[src/rtl/tcaa_pkg.sv]
`timescale 1ns / 1ps

package tcaa_pkg;

  localparam int QUEUE_DEPTH    = 32;
  localparam int MAX_REQUESTERS = 64;
  localparam int MAX_RESULTS    = 17;

  localparam int ID_W   = $clog2(MAX_REQUESTERS);
  localparam int PTR_W  = $clog2(QUEUE_DEPTH);
  localparam int FILL_W = $clog2(QUEUE_DEPTH + 1);
  localparam int RES_W  = $clog2(MAX_RESULTS + 1);
  localparam int CNT_W  = 5;
  localparam int WAIT_W = 1 + ID_W;

  localparam logic [CNT_W-1:0] CAPACITY_RESET = CNT_W'(4);

  // action codes
  localparam logic ACT_ARRIVE = 1'b0;
  localparam logic ACT_DEPART = 1'b1;

  // result status codes
  localparam logic [1:0] ST_OK     = 2'd0;
  localparam logic [1:0] ST_QUEUED = 2'd1;
  localparam logic [1:0] ST_FULL   = 2'd2;
  localparam logic [1:0] ST_NO_OCC = 2'd3;

  typedef logic [CNT_W-1:0] cnt_t;

  typedef struct packed {
    logic capture;
    logic first;
    logic grant;
    logic check;
  } cmd_t;

  typedef struct packed {
    logic more;
  } sts_t;

  function automatic logic may_enter(logic cls, cnt_t c0, cnt_t c1, cnt_t cap);
    cnt_t own;
    cnt_t other;
    own   = cls ? c1 : c0;
    other = cls ? c0 : c1;
    return (other == '0) && (own < cap);
  endfunction

  function automatic logic [PTR_W-1:0] ptr_inc(logic [PTR_W-1:0] p);
    return (p == PTR_W'(QUEUE_DEPTH - 1)) ? '0 : p + PTR_W'(1);
  endfunction

endpackage

[src/rtl/tcaa_ram.sv]
`timescale 1ns / 1ps

module tcaa_ram #(
  parameter int WIDTH = 8,
  parameter int DEPTH = 32
) (
  input  logic                     clk,
  input  logic                     we,
  input  logic [$clog2(DEPTH)-1:0] waddr,
  input  logic [WIDTH-1:0]         wdata,
  input  logic [$clog2(DEPTH)-1:0] raddr,
  output logic [WIDTH-1:0]         rdata
);

  logic [WIDTH-1:0] mem [DEPTH];

  always_ff @(posedge clk) begin
    if (we) begin
      mem[waddr] <= wdata;
    end
    rdata <= mem[raddr];
  end

endmodule

[src/rtl/tcaa_ctrl.sv]
`timescale 1ns / 1ps

module tcaa_ctrl (
  input  logic          clk,
  input  logic          rst_n,
  input  logic          in_tvalid,
  output logic          in_tready,
  output logic          out_tvalid,
  input  logic          out_tready,
  input  tcaa_pkg::sts_t sts,
  output tcaa_pkg::cmd_t cmd
);
  import tcaa_pkg::*;

  typedef enum logic [5:0] {
    S_IDLE  = 6'b000001,
    S_FIRST = 6'b000010,
    S_SEND  = 6'b000100,
    S_GRANT = 6'b001000,
    S_LOOK  = 6'b010000,
    S_CHECK = 6'b100000
  } state_t;

  state_t state_r, state_nxt;

  assign in_tready  = (state_r == S_IDLE);
  assign out_tvalid = (state_r == S_SEND);

  always_comb begin
    state_nxt   = state_r;
    cmd         = '0;
    unique case (state_r)
      S_IDLE: begin
        if (in_tvalid) begin
          cmd.capture = 1'b1;
          state_nxt   = S_FIRST;
        end
      end
      S_FIRST: begin
        cmd.first = 1'b1;
        state_nxt = S_SEND;
      end
      S_SEND: begin
        if (out_tready) begin
          state_nxt = sts.more ? S_GRANT : S_IDLE;
        end
      end
      S_GRANT: begin
        cmd.grant = 1'b1;
        state_nxt = S_LOOK;
      end
      // new head address settles in the RAM read register
      S_LOOK: begin
        state_nxt = S_CHECK;
      end
      S_CHECK: begin
        cmd.check = 1'b1;
        state_nxt = S_SEND;
      end
      default: begin
        state_nxt = S_IDLE;
      end
    endcase
  end

  always_ff @(posedge clk) begin
    if (!rst_n) begin
      state_r <= S_IDLE;
    end else begin
      state_r <= state_nxt;
    end
  end

  a_grant_after_more: assert property (@(posedge clk) disable iff (!rst_n)
    (out_tvalid && out_tready && sts.more) |=> (state_r == S_GRANT))
    else $error("cascade grant not started after result with more pending");

  a_done_to_idle: assert property (@(posedge clk) disable iff (!rst_n)
    (out_tvalid && out_tready && !sts.more) |=> in_tready)
    else $error("controller did not return to idle after final result");

endmodule

[src/rtl/tcaa_dp.sv]
`timescale 1ns / 1ps

module tcaa_dp (
  input  logic                      clk,
  input  logic                      rst_n,
  input  logic                      cfg_wr_en,
  input  logic [4:0]                cfg_wr_data,
  input  logic                      in_action,
  input  logic                      in_class,
  input  logic [tcaa_pkg::ID_W-1:0] in_id,
  input  tcaa_pkg::cmd_t            cmd,
  output tcaa_pkg::sts_t            sts,
  output logic                      out_granted,
  output logic                      out_class,
  output logic [tcaa_pkg::ID_W-1:0] out_id,
  output logic [1:0]                out_status,
  output logic                      out_last
);
  import tcaa_pkg::*;

  cnt_t              capacity_r;
  cnt_t              c0_r, c0_nxt;
  cnt_t              c1_r, c1_nxt;
  logic [PTR_W-1:0]  head_r, tail_r;
  logic [FILL_W-1:0] fill_r;
  logic [RES_W-1:0]  nres_r;
  logic              more_r;

  logic              act_r, cls_r;
  logic [ID_W-1:0]   id_r;

  logic              granted_r, gcls_r, last_r;
  logic [ID_W-1:0]   gid_r;
  logic [1:0]        status_r;

  logic [WAIT_W-1:0] rd_data;
  logic              hd_cls;
  logic [ID_W-1:0]   hd_id;

  logic              own_may, enq, queue_full;
  cnt_t              own_cnt;
  logic              f_granted;
  logic [1:0]        f_status;

  assign hd_cls = rd_data[WAIT_W-1];
  assign hd_id  = rd_data[ID_W-1:0];

  assign own_may    = may_enter(cls_r, c0_r, c1_r, capacity_r);
  assign own_cnt    = cls_r ? c1_r : c0_r;
  assign queue_full = (fill_r == FILL_W'(QUEUE_DEPTH));
  assign enq        = cmd.first && (act_r == ACT_ARRIVE) && !own_may && !queue_full;

  tcaa_ram #(.WIDTH(WAIT_W), .DEPTH(QUEUE_DEPTH)) u_wait (
    .clk   (clk),
    .we    (enq),
    .waddr (tail_r),
    .wdata ({cls_r, id_r}),
    .raddr (head_r),
    .rdata (rd_data)
  );

  // outcome of the item itself and the counts after it
  always_comb begin
    c0_nxt    = c0_r;
    c1_nxt    = c1_r;
    f_granted = 1'b0;
    f_status  = ST_OK;
    if (act_r == ACT_ARRIVE) begin
      if (own_may) begin
        f_granted = 1'b1;
        if (cls_r) c1_nxt = c1_r + CNT_W'(1);
        else       c0_nxt = c0_r + CNT_W'(1);
      end else if (queue_full) begin
        f_status = ST_FULL;
      end else begin
        f_status = ST_QUEUED;
      end
    end else begin
      if (own_cnt == '0) begin
        f_status = ST_NO_OCC;
      end else if (cls_r) begin
        c1_nxt = c1_r - CNT_W'(1);
      end else begin
        c0_nxt = c0_r - CNT_W'(1);
      end
    end
  end

  always_ff @(posedge clk) begin
    if (!rst_n) begin
      capacity_r <= CAPACITY_RESET;
      c0_r       <= '0;
      c1_r       <= '0;
      head_r     <= '0;
      tail_r     <= '0;
      fill_r     <= '0;
      nres_r     <= '0;
      more_r     <= 1'b0;
    end else begin
      if (cfg_wr_en) begin
        capacity_r <= cfg_wr_data;
      end
      if (cmd.first) begin
        c0_r   <= c0_nxt;
        c1_r   <= c1_nxt;
        nres_r <= RES_W'(1);
        // a freshly queued head cannot pass: counts did not change
        more_r <= (fill_r != '0) && may_enter(hd_cls, c0_nxt, c1_nxt, capacity_r);
        if (enq) begin
          tail_r <= ptr_inc(tail_r);
          fill_r <= fill_r + FILL_W'(1);
        end
      end
      if (cmd.grant) begin
        if (hd_cls) c1_r <= c1_r + CNT_W'(1);
        else        c0_r <= c0_r + CNT_W'(1);
        head_r <= ptr_inc(head_r);
        fill_r <= fill_r - FILL_W'(1);
        nres_r <= nres_r + RES_W'(1);
      end
      if (cmd.check) begin
        more_r <= (nres_r < RES_W'(MAX_RESULTS)) && (fill_r != '0)
                  && may_enter(hd_cls, c0_r, c1_r, capacity_r);
      end
    end
  end

  always_ff @(posedge clk) begin
    if (cmd.capture) begin
      act_r <= in_action;
      cls_r <= in_class;
      id_r  <= in_id;
    end
    if (cmd.first) begin
      granted_r <= f_granted;
      gcls_r    <= f_granted ? cls_r : 1'b0;
      gid_r     <= f_granted ? id_r : '0;
      status_r  <= f_status;
      last_r    <= !((fill_r != '0) && may_enter(hd_cls, c0_nxt, c1_nxt, capacity_r));
    end
    if (cmd.grant) begin
      granted_r <= 1'b1;
      gcls_r    <= hd_cls;
      gid_r     <= hd_id;
      status_r  <= ST_OK;
    end
    if (cmd.check) begin
      last_r <= !((nres_r < RES_W'(MAX_RESULTS)) && (fill_r != '0)
                  && may_enter(hd_cls, c0_r, c1_r, capacity_r));
    end
  end

  assign sts.more    = more_r;
  assign out_granted = granted_r;
  assign out_class   = gcls_r;
  assign out_id      = gid_r;
  assign out_status  = status_r;
  assign out_last    = last_r;

  a_fill_bound: assert property (@(posedge clk) disable iff (!rst_n)
    fill_r <= FILL_W'(QUEUE_DEPTH))
    else $error("wait queue fill beyond depth");

  a_exclusive: assert property (@(posedge clk) disable iff (!rst_n)
    !((c0_r != '0) && (c1_r != '0)))
    else $error("both classes present at once");

  a_grant_pops: assert property (@(posedge clk) disable iff (!rst_n)
    cmd.grant |=> (fill_r == $past(fill_r) - FILL_W'(1)) && granted_r)
    else $error("cascade grant did not pop the queue head");

endmodule

[src/rtl/two_class_capacity_admission_arbiter_top.sv]
`timescale 1ns / 1ps

// Two-class admission arbiter for a shared resource of limited capacity.
// Input channel in_*: one item per request. in_tuser is the action
// (0 arrival, 1 departure); in_tdata carries the class and requester id.
// Each item yields one or more result items on out_*; out_tlast marks the
// final one. The first result reports the item's own outcome (direct grant,
// queued, queue full, or departure of an absent class). Further results are
// grants of queued requesters, taken from the head of a 32-entry FIFO while
// the head is compatible and there is room, at most 17 results per item.
// After an item is accepted its outcome is registered in S_FIRST and the first
// result is shown in S_SEND; each further grant passes S_GRANT, S_LOOK and
// S_CHECK before S_SEND, paced by the registered read of the FIFO RAM at the
// new head. One item is in flight at a time; the next waits for the last result.
// cfg_wr_en writes the capacity register (reset 4) in any cycle; write it
// only while idle. Synchronous reset clears counts and queue pointers; the
// FIFO RAM is not cleared. While out_tready is low the result holds and no
// new item is accepted.
module two_class_capacity_admission_arbiter_top (
  input  logic        clk,
  input  logic        rst_n,
  input  logic        cfg_wr_en,
  input  logic [4:0]  cfg_wr_data,
  input  logic        in_tvalid,
  output logic        in_tready,
  input  logic [7:0]  in_tdata,   // [0] person_class, [6:1] requester_id, [7] zero
  input  logic        in_tuser,   // [0] action
  output logic        out_tvalid,
  input  logic        out_tready,
  output logic [15:0] out_tdata,  // [0] granted_class, [6:1] granted_id, [8:7] status
  output logic        out_tuser,  // [0] granted
  output logic        out_tlast
);
  import tcaa_pkg::*;

  cmd_t            cmd;
  sts_t            sts;
  logic            o_class;
  logic [ID_W-1:0] o_id;
  logic [1:0]      o_status;

  tcaa_ctrl u_ctrl (
    .clk        (clk),
    .rst_n      (rst_n),
    .in_tvalid  (in_tvalid),
    .in_tready  (in_tready),
    .out_tvalid (out_tvalid),
    .out_tready (out_tready),
    .sts        (sts),
    .cmd        (cmd)
  );

  tcaa_dp u_dp (
    .clk         (clk),
    .rst_n       (rst_n),
    .cfg_wr_en   (cfg_wr_en),
    .cfg_wr_data (cfg_wr_data),
    .in_action   (in_tuser),
    .in_class    (in_tdata[0]),
    .in_id       (in_tdata[ID_W:1]),
    .cmd         (cmd),
    .sts         (sts),
    .out_granted (out_tuser),
    .out_class   (o_class),
    .out_id      (o_id),
    .out_status  (o_status),
    .out_last    (out_tlast)
  );

  assign out_tdata = {7'd0, o_status, o_id, o_class};

endmodule

[config.mk]
export PLATFORM = sky130hd
export DESIGN_NAME = two_class_capacity_admission_arbiter_top
export DESIGN_NICKNAME = d
export VERILOG_FILES = /design/src/rtl/tcaa_pkg.sv /design/src/rtl/tcaa_ram.sv /design/src/rtl/tcaa_ctrl.sv /design/src/rtl/tcaa_dp.sv /design/src/rtl/two_class_capacity_admission_arbiter_top.sv
export SDC_FILE = /design/constraint.sdc
export NUM_CORES = 1
export LEC_CHECK = 0
export BUFFER_PORTS_ARGS = -buffer_cell sky130_fd_sc_hd__buf_2
export CAP_MARGIN = 15
export CORE_ASPECT_RATIO = 0.75
export CORE_UTILIZATION = 30
export CTS_CLUSTER_DIAMETER = 150
export DETAILED_ROUTE_END_ITERATION = 10
export PLACE_DENSITY = 0.53
export SLEW_MARGIN = 30
export SYNTH_ARGS = -nofsm -noshare
export SYNTH_HDL_FRONTEND = slang
export SYNTH_SLANG_ARGS = --single-unit
[constraint.sdc]
create_clock -name clk -period 14.7 [get_ports clk]
set_input_delay 2.94 -clock clk [delete_from_list [all_inputs] [get_ports clk]]
set_output_delay 2.94 -clock clk [all_outputs]
set_load 0.01 [all_outputs]
[Word level (Yosys, flattened, before mapping)]
Memory sizes are Yosys's and may differ from the RTL's. A register that Yosys moved wholly into a read port is not among the register bits.
Index checks and enable logic that the tools add are counted.
W data, S select, Z words.
Storage, ports and cells
  memories kept: 1
  output and inout port bits: 20
  flip-flop bits (word level): 62
  memory bits (writable): 224
Memories
  u_dp.u_wait.mem: words 32, width 7, rd ports 1, clocked after Yosys merged registers in 1, write ports 1, line tcaa_ram.sv:15  | logic [WIDTH-1:0] mem [DEPTH];
Operators by class
  bitwise operators: 1
  eq/ne operators: 11
  $lt $le $gt $ge: 4
  reductions and logical operators: 25
  muxes and demuxes: 56
  $add $sub $neg: 9
Operators with widths (count)
  $mux W5: 26
  $mux W6: 8
  $pmux W6 S5: 1
  $add A5 B1 Y5 const B: 5
  $logic_not A5 Y1: 4
  $mux W1: 16
  $lt A5 B5 Y1: 3
  $eq A6 B6 Y1 const B: 2
  $eq A5 B5 Y1 const B: 2
  $sub A5 B1 Y5 const B: 2
  $logic_and A1 B1 Y1: 9
  $mux W2: 4
  $add A6 B1 Y6 const B: 1
  $eq A6 B1 Y1 const B: 1
  $eq A6 B2 Y1 const B: 1
  $eq A6 B3 Y1 const B: 1
  $eq A6 B4 Y1 const B: 1
  $eq A6 B5 Y1 const B: 1
  $reduce_and A2 Y1: 3
  $reduce_bool A2 Y1: 3
  $reduce_bool A6 Y1: 1
  $sub A6 B1 Y6 const B: 1
  $lt A5 B5 Y1 const B: 1
  $logic_not A1 Y1: 4
  other kinds (5): 5

[Logic depth before layout (Yosys ltp)]
Gate-level depths: netlist of the first run.
  word-level depth: 12
  gate-level depth with buffers: 21
  mapped depth without buffers: 18

[Hierarchy]
From an unflattened synthesis of the first run, not the netlist that was laid out.
Second synthesis, totals
  cells, all modules: 858
  area, all modules: 13203.9 sq um
Modules (own cells, without submodules)
  tcaa_ram: cells each 370, area an instance 8833.5 sq um, instances 1, seq. area each 6866.6 sq um
  tcaa_dp: cells each 436, area an instance 3940.0 sq um, instances 1, seq. area each 1281.2 sq um
  tcaa_ctrl: cells each 43, area an instance 366.6 sq um, instances 1, seq. area each 120.1 sq um
  two_class_capacity_admission_arbiter_top: cells each 9, area an instance 63.8 sq um, instances 1, seq. area each 0.0 sq um

[Worst setup path before layout of the first run]
Ideal clock, no wire load.
  path kind: reg-to-reg
  from: register u_dp.cls_r
  to: register u_dp.last_r (netlist: u_dp.out_last) (data pin)
  period minus slack after synthesis: 5265 ps
  required time: 14438 ps
  arrival time: 5003 ps
  stages on the path, launching flop included: 20
  library setup time: 262 ps
  path slack: 9435 ps
  path through: edfxtp_1 -> clkbuf_8 -> clkbuf_1 -> mux2_2 -> ha_1 -> a21oi_1 -> o2111a_1 -> and3_1 -> clkbuf_1 -> a31oi_1 -> xnor2_1 -> mux2_2 -> ha_1 -> a21oi_1 -> o21ai_0 -> or3b_1 -> nand4bb_1 -> or4_1 -> a21oi_1 -> o21ai_1
Between the ends
  longest elaborated chain between the ends: 12
  elaborated cells between the ends (all ways): 25
  those cells by class: 2 x order compare; 16 x mux; 7 x reduce/logical
Ends and longest elaborated chain
  start, declared: line tcaa_dp.sv:29  | logic act_r, cls_r;
  start signal, assigned: line tcaa_dp.sv:131  | cls_r <= in_class;
  $mux W5 (on tied branches): line tcaa_pkg.sv:44, tcaa_dp.sv:49, tcaa_pkg.sv:45
  $lt A5 B5 Y1 or $logic_not A5 Y1 (tied branches): line tcaa_pkg.sv:46  | return (other == '0) && (own < cap);
  $logic_and A1 B1 Y1: line tcaa_pkg.sv:46
  $mux W5: line tcaa_dp.sv:69  | if (own_may) begin
  $mux W5: line tcaa_dp.sv:68  | if (act_r == ACT_ARRIVE) begin
  $mux W5 (on tied branches): line tcaa_pkg.sv:44, tcaa_pkg.sv:45
  $lt A5 B5 Y1 or $logic_not A5 Y1 (tied branches): line tcaa_pkg.sv:46
  $logic_and A1 B1 Y1 (*): line tcaa_pkg.sv:46
  $logic_and A1 B1 Y1 (*): line tcaa_dp.sv:139  | last_r <= !((fill_r != '0) && may_enter(hd_cls, c0_nxt, c1_nxt, capacity_r));
  $logic_not A1 Y1 (*): line tcaa_dp.sv:139
  $mux W1 (*): line tcaa_dp.sv:134  | if (cmd.first) begin
  $mux W1 (*): line tcaa_dp.sv:147  | if (cmd.check) begin
  end signal, assigned: line tcaa_dp.sv:139
  end signal, assigned: line tcaa_dp.sv:148  | last_r <= !((nres_r < RES_W'(MAX_RESULTS)) && (fill_r != '0)
  end, declared: line tcaa_dp.sv:32  | logic granted_r, gcls_r, last_r;
Every way passes the cells marked *; elsewhere a longest branch is shown, timed or not. The select of a mux whose other input is x is not followed.
A chain may end at the register's enable or synchronous reset.

[Worst setup path in the final report of the first run]
Same ends and word-level chain as after synthesis.

==> results of run 1 <==
[worst max-delay path by stage]
stage                     slack, ns            end  depth (start not counted)
after CTS                      9.45  u_dp.out_last                         18
after global routing           9.11  u_dp.out_last                         18
final                          9.40  u_dp.out_last                         18
after floorplan                9.44  u_dp.out_last                         19
after detailed placement       9.49  u_dp.out_last                         18
after global placement         9.45  u_dp.out_last                         18
[registers in the layout, indices dropped and copies added, names as in the netlist]
name / count
u_dp.capacity_r: 5
u_dp.act_r: 1
u_ctrl.state_r: 6
u_dp.id_r: 6
u_dp.c0_r: 5
u_dp.out_granted: 1
u_dp.cls_r: 1
u_dp.out_class: 1
u_dp.sts: 1
u_dp.u_wait.mem: 224
u_dp.out_id: 6
u_dp.u_wait.rdata: 7
u_dp.nres_r: 5
u_dp.out_status: 2
u_dp.head_r: 5
u_dp.tail_r: 5
u_dp.c1_r: 5
u_dp.out_last: 1
u_dp.fill_r: 6
[metrics by stage]
stage,power [W],util (%)
after floorplan,0.000976,-
after global placement,0.00100,32.0
after detailed placement,0.00100,32.2
after CTS,0.00175,34.5
after global routing,0.00179,34.5
final,0.00173,34.5
[cell families (layout without fill, tap and decap cells)]
group | count (synthesis) | after routing | share of synthesized area, %
AO/OA/AOI/OAI | 111 | 111 | 5.75
XOR/XNOR | 14 | 14 | 0.960
adder cells (fa/ha/maj) | 29 | 29 | 2.90
buffers and inverters | 77 | 123 | 3.01
flip-flops | 293 | 293 | 64.7
multiplexers | 91 | 91 | 14.2
other | 1 | 7 | 0.0294
AND/OR/NAND/NOR | 215 | 215 | 8.41
[power groups by stage]
stage	Clock [W]	Combinational (W)	Sequential, W
after floorplan	0	0.0000359	0.000941
after global placement	0	0.0000555	0.000947
after detailed placement	0	0.0000651	0.000940
after CTS	0.000767	0.0000655	0.000922
after global routing	0.000793	0.0000719	0.000923
final	0.000746	0.0000648	0.000922
[metal layers]
metal / global-route usage, % / share of wire (%)
met1: 21.8 / 51
met2: 18.6 / 42
met3: 1.93 / 4.8
met4: 3.03 / 1.8
met5: 0 / 0
[area by class of cell]
cell class	instances	area [um^2]	share of cell area [%]
multi-input combinational	467	4190	28.9
clock buffer	43	841	5.80
timing repair buffer	45	285	1.97
inverter	22	82.6	0.569
sequential	293	8270	57.0
tap	569	712	4.91
clock inverter	13	124	0.854
[worst max-delay path: cells and delay by family (launching register included)]
| kind | cells | cell delay [ns] |
|---|---|---|
| adder cells (fa/ha/maj) | 2 | 0.57 |
| multiplexers | 1 | 0.41 |
| XOR/XNOR | 1 | 0.39 |
| flip-flops | 1 | 0.32 |
| AND/OR/NAND/NOR | 6 | 1.60 |
| buffers and inverters | 1 | 0.51 |
| AO/OA/AOI/OAI | 7 | 1.20 |
[placed cells by master, fill, tap and decap left out, drive strengths merged, types with 3 or more instances in the layout]
cell,n
a211oi,5
a21o,7
a21oi,37
a22o,7
a31oi,6
and3,7
buf,45
clkbuf,43
clkinv,9
conb,7
dfxtp,53
edfxtp,240
ha,28
inv,22
mux2,15
mux2i,6
mux4,70
nand2,44
nand2b,3
nand3,17
nand3b,3
nand4,9
nor2,75
nor3,19
nor3b,4
nor4,7
o211ai,3
o21ai,24
or3,5
or3b,3
or4,9
xnor2,8
xor2,6
==> impl_metrics.py, run 1 <==
metrics = {
    "power": {
        "combPwrFrac_pct": 3.7,
        "p_int_w": 0.00137,
        "p_clk_share_pct": 43.0,
        "power_switching_w": 0.000367,
        "seqPwrFrac_pct": 53.2,
        "peakVddDrop_uv": 99.4,
        "p_leak_nw": 4.71,
        "p_per_area_nw_per_um2": 119,
        "netSwitchingFraction_pct": 21.2,
    },
    "sta": {
        "timing.final.crit_share_pct": 36.1,
        "finClkSkew_ns": 0.0117,
        "setup_ws_ns": 9.40,
        "max_slew_margin_pct": 35.3,
        "fin_tns_setup_ns": 0,
        "worst_pin_slew_ns": 0.971,
        "rsz0062_at_grt": "no",
        "setup_viol": 0,
        "fin_crit_ns": 5.30,
        "slew_viol_final": 0,
        "finalHoldViolCount": 0,
        "whs_ns": 0.488,
        "fmax_mhz": 189,
    },
    "critical_path": {
        "crit_type": "reg -> reg",
        "slowest_stage": "buf_4",
        "worstSetupStartpoint": "u_dp.cls_r",
        "crit_chain": "buf_4 > mux2_2 > ha_1 > a21oi_1 > o2111a_1 > and3_1 > a31oi_1 > xnor2_1 > nand2_1 > nand2_1 > ha_1 > a21oi_1 > o21ai_0 > or3b_1 > nand4bb_1 > or4_1 > a21oi_1 > o21ai_1",
        "crit_arrival_ns": 5.61,
        "r2r_slack_ns": 9.40,
        "crit_path_end_kind": "flip-flop",
        "cpPeakStageDelay_ns": 0.51,
        "timing.rr.end": "u_dp.out_last",
        "cp-start-kind": "flip-flop",
        "crit_top_cell": "a21oi_1",
        "critPathMaxFanout": 55,
        "r2r-start": "u_dp.cls_r",
        "worstPathRequired_ns": 15.01,
        "r2r_cells": 18,
    },
    "global_routing": {
        "grt_max_degree": 61,
        "grt-ovfl-total": 0,
        "grt_first_pass_wirelength_mm": 43.8,
        "track_usage_pct": 13.5,
        "grt_pass1_vias": 6961,
        "antenna_found_initial": 1,
    },
    "logic_synthesis": {
        "syn_inst": 831,
        "synth-edff-count": 240,
        "synth_commonest_cells": "edfxtp_1, nor2_1, mux4_2",
        "syn_area_um2": 12800,
        "yosys-top-cells-area": "edfxtp_1, mux4_2, dfxtp_1, ha_1, nor2_1",
        "ys.flop_type": "edfxtp_1",
        "ys_warn_count": 0,
        "async_reset_ff_share_pct": 0,
        "ys_seq_area_share_pct": 64.7,
        "synth_top_area_cell": "edfxtp_1",
        "syn_area_per_cell_um2": 15.4,
        "ys_ff_latch": 293,
        "yosysMostFrequentCell": "edfxtp_1",
        "ys_types": 74,
        "yosys.area.top_type_share_pct": 56.4,
    },
    "cts": {
        "path_clk_slew_ns": 0.06,
        "cts_resized": 0,
        "cts_max_level": 1,
        "hold_buffers": 0,
        "cts_tree": "yes",
        "clkLatencyLatePin_ns": 0.56,
        "clockBufferDepth": 3,
        "numClockSinks": 293,
        "clock-root-buffer": "clkbuf_16",
        "cts-buffers-inserted": 30,
        "post_cts_buffers": 0,
    },
    "layout": {
        "finalInstanceArea_um2": 14500,
        "antenna_cells": 0,
        "syn_to_final_growth_pct": 13.6,
        "nNetsFinal": 907,
        "nFillCells": 4039,
        "drive_gt1_share_pct": 22.2,
        "stdcell_count": 1452,
    },
    "drt": {
        "drt-wirelength-per-cell_um": 20.0,
        "vias_per_cell": 4.94,
        "dr.pass1.iters": 5,
        "drc_errors": 0,
        "drt_iter0_markers": 764,
        "antenna_left": 0,
        "wirelength_mm": 29.0,
        "vias": 7173,
    },
    "place": {
        "preCtsSetupSlack_ns": 9.49,
        "numPlacedInstances": 1396,
        "placed_area_um2": 13500,
        "port_buffers": 30,
        "gp_congestion": 0.811,
        "dp_hpwl_mm": 18.8,
    },
    "floorplan": {
        "rows": 65,
        "die_w_um": 240,
        "die_area_um2": 43400,
        "die_y_um": 181,
        "core_um2": 42000,
        "initial_core_util_pct": 30.4,
        "ios": 39,
    },
    "hold_path": {
        "hold_path.class": "reg -> reg",
        "min_path_cells": 2,
        "hp-start": "u_dp.out_granted",
        "hold_path_end": "u_dp.out_granted",
    },
    "run_status": {
        "outcome": "completed",
    },
    "job": {
        "maxCapViolations": 0,
    },
}
Note: power is estimated with default switching activity, not from simulation.
==> run 2: changes to the inputs <==
--- a/config.mk
+++ b/config.mk
@@ -11,7 +11,7 @@
 export CORE_UTILIZATION = 30
 export CTS_CLUSTER_DIAMETER = 150
 export DETAILED_ROUTE_END_ITERATION = 10
-export PLACE_DENSITY = 0.53
+export PLACE_DENSITY = 0.55
 export SLEW_MARGIN = 30
 export SYNTH_ARGS = -nofsm -noshare
 export SYNTH_HDL_FRONTEND = slang
==> constraint.sdc (replaced) <==
create_clock -name clk -period 4.8 [get_ports clk]
set_input_delay 0.96 -clock clk [delete_from_list [all_inputs] [get_ports clk]]
set_output_delay 0.96 -clock clk [all_outputs]
set_load 0.01 [all_outputs]
==> run 2 against run 1 <==
- sequential share of layout area shrank 0.79 points
- total power grew to 3.1 times the previous value
- critical path depth shrank 1
- wire length grew 0.45%
- non-clock buffer count grew 18
- maximum frequency grew 16%
==> impl_metrics.py, run 2 (synthesized netlist as in run 1, its figures left out) <==
metrics = {
    "sta": {
        "fin_crit_ns": 4.55,
        "timing.final.crit_share_pct": 94.9,
        "fin_tns_setup_ns": 0,
        "max_slew_margin_pct": 34.2,
        "slew_viol_final": 0,
        "finalHoldViolCount": 0,
        "setup_viol": 0,
        "finClkSkew_ns": 0.0138,
        "worst_pin_slew_ns": 0.986,
        "setup_ws_ns": 0.246,
        "fmax_mhz": 220,
        "rsz0062_at_grt": "no",
    },
    "layout": {
        "layout_commonest_cell": "edfxtp_1",
        "top_register": "u_dp.u_wait.mem",
        "drive_gt1_share_pct": 24.9,
        "nFillCells": 4017,
        "finalInstanceArea_um2": 14700,
        "largest_reg_flops": 224,
        "final_cell_mix": "edfxtp_1, nor2_1, mux4_2, dfxtp_1, nand2_1",
        "syn_to_final_growth_pct": 15.1,
        "nNetsFinal": 924,
        "multi_input_area_um2": 4230,
        "reg_top3": "u_dp.u_wait.mem: 224 flops, u_dp.u_wait.rdata: 7 flops",
        "antenna_cells": 0,
        "regArea_um2": 8270,
    },
    "cts": {
        "clockBufferDepth": 3,
        "clkLatencyLatePin_ns": 0.57,
        "cts_max_level": 1,
        "numClockSinks": 293,
        "cts-buffers-inserted": 29,
        "clock-root-buffer": "clkbuf_16",
        "cts_tree": "yes",
        "hold_buffers": 0,
        "path_clk_slew_ns": 0.07,
    },
    "drt": {
        "wirelength_mm": 29.2,
        "drt-wirelength-per-cell_um": 19.9,
        "antenna_left": 0,
        "drc_errors": 0,
        "drt_iter0_markers": 699,
        "dr.pass1.iters": 5,
        "vias_per_cell": 4.99,
        "vias": 7329,
    },
    "floorplan": {
        "core_um2": 42000,
        "die_area_um2": 43400,
        "die_w_um": 240,
        "rows": 65,
        "ios": 39,
        "die_y_um": 181,
        "initial_core_util_pct": 30.4,
    },
    "hold_path": {
        "hp-start": "u_dp.fill_r[3]",
        "hold_path.class": "reg -> reg",
        "hold_path_end": "u_dp.fill_r[3]",
        "min_path_cells": 2,
    },
    "global_routing": {
        "grt-ovfl-total": 0,
        "grt_max_degree": 50,
        "antenna_found_initial": 0,
        "track_usage_pct": 13.6,
        "grt_pass1_vias": 7050,
        "grt_first_pass_wirelength_mm": 44.6,
    },
    "place": {
        "preCtsSetupSlack_ns": 0.188,
        "gp_congestion": 0.874,
        "placed_area_um2": 13700,
        "dp_hpwl_mm": 19.1,
        "port_buffers": 30,
    },
    "critical_path": {
        "crit_path_end_kind": "flip-flop",
        "worstPathRequired_ns": 5.11,
        "r2r_slack_ns": 0.25,
        "crit_chain": "buf_4 > mux2_4 > ha_4 > a21oi_2 > o2111a_2 > and3_1 > a31oi_1 > xnor2_1 > mux2_4 > ha_4 > a21oi_2 > o21ai_1 > or3b_1 > nand4bb_1 > or4_1 > a21oi_1 > o21ai_1",
        "slowest_stage": "or4_1",
        "crit_type": "reg -> reg",
        "r2r_cells": 17,
        "r2r-start": "u_dp.cls_r",
        "timing.rr.end": "u_dp.out_last",
        "cp-start-kind": "flip-flop",
        "cpPeakStageDelay_ns": 0.51,
        "critical-path-top-delay-family": "simple AND/OR/NAND/NOR gates",
        "crit_arrival_ns": 4.86,
        "cp.depth": 17,
        "critPathBufInv": 1,
        "critPathMaxFanout": 7,
    },
    "power": {
        "p_leak_nw": 4.84,
        "peakVddDrop_uv": 261,
        "p_per_area_nw_per_um2": 366,
    },
    "run_status": {
        "outcome": "completed",
    },
    "job": {
        "maxCapViolations": 0,
    },
}
==> run 2: stage by stage <==
stage          hold WS (ns)  util, %  std cells  power [W]
2_1_floorplan         0.455        -        837    0.00300
3_3_place_gp          0.467     32.5       1410    0.00308
3_5_place_dp          0.483     32.6       1412    0.00308
4_1_cts               0.495     34.9       1466    0.00544
5_1_grt               0.500     35.0       1468    0.00556
6_report              0.491     35.0       1468    0.00539
==> run 2: worst max path at each step <==
stage               endpoint  slack (ns)        from
2_1_floorplan  u_dp.out_last       -0.11  u_dp.cls_r
3_3_place_gp   u_dp.out_last        0.25  u_dp.cls_r
3_5_place_dp   u_dp.out_last        0.19  u_dp.cls_r
4_1_cts        u_dp.out_last        0.16  u_dp.cls_r
5_1_grt        u_dp.out_last        0.02  u_dp.cls_r
6_report       u_dp.out_last        0.25  u_dp.cls_r
==> run 2: final cells by class <==
class | count | area share (%)
flip-flops and latches | 293 | 56.2
multi-input cells | 467 | 28.7
clock buffers | 34 | 5.20
well taps | 569 | 4.84
repair buffers | 63 | 2.92
clock inverters | 20 | 1.50
inverters | 22 | 0.561
==> run 2: metal layers <==
layer | vias to the layer above | GRT usage, % | part of all wire, %
li1 | 3346 | - | -
met1 | 3742 | 21.5 | 50
met2 | 199 | 18.5 | 41
met3 | 42 | 3.51 | 7.1
met4 | 0 | 2.85 | 1.9
met5 | - | 0 | 0
==> run 2: what timing repair did <==
item | 4_1_cts | 5_1_grt
setup endpoints to repair | 0 | 1
resized for setup | 0 | 1
setup buffers | 0 | 1
==> run 2: where the power goes <==
part / total [W] / switching (W) / internal (W)
sequential: 0.00281 / 0.0000265 / 0.00279
clock: 0.00236 / 0.000999 / 0.00136
combinational: 0.000217 / 0.000144 / 0.0000725
total: 0.00539 / 0.00117 / 0.00422
==> run 2: worst register-to-register path, cell delays in order (launching register included) <==
cell and delay [ns]:
edfxtp_1 0.36, buf_4 0.19, mux2_4 0.32, ha_4 0.22, a21oi_2 0.16, o2111a_2 0.29
and3_1 0.34, a31oi_1 0.16, xnor2_1 0.31, mux2_4 0.22, ha_4 0.19, a21oi_2 0.12
o21ai_1 0.09, or3b_1 0.36, nand4bb_1 0.19, or4_1 0.51, a21oi_1 0.19, o21ai_1 0.08
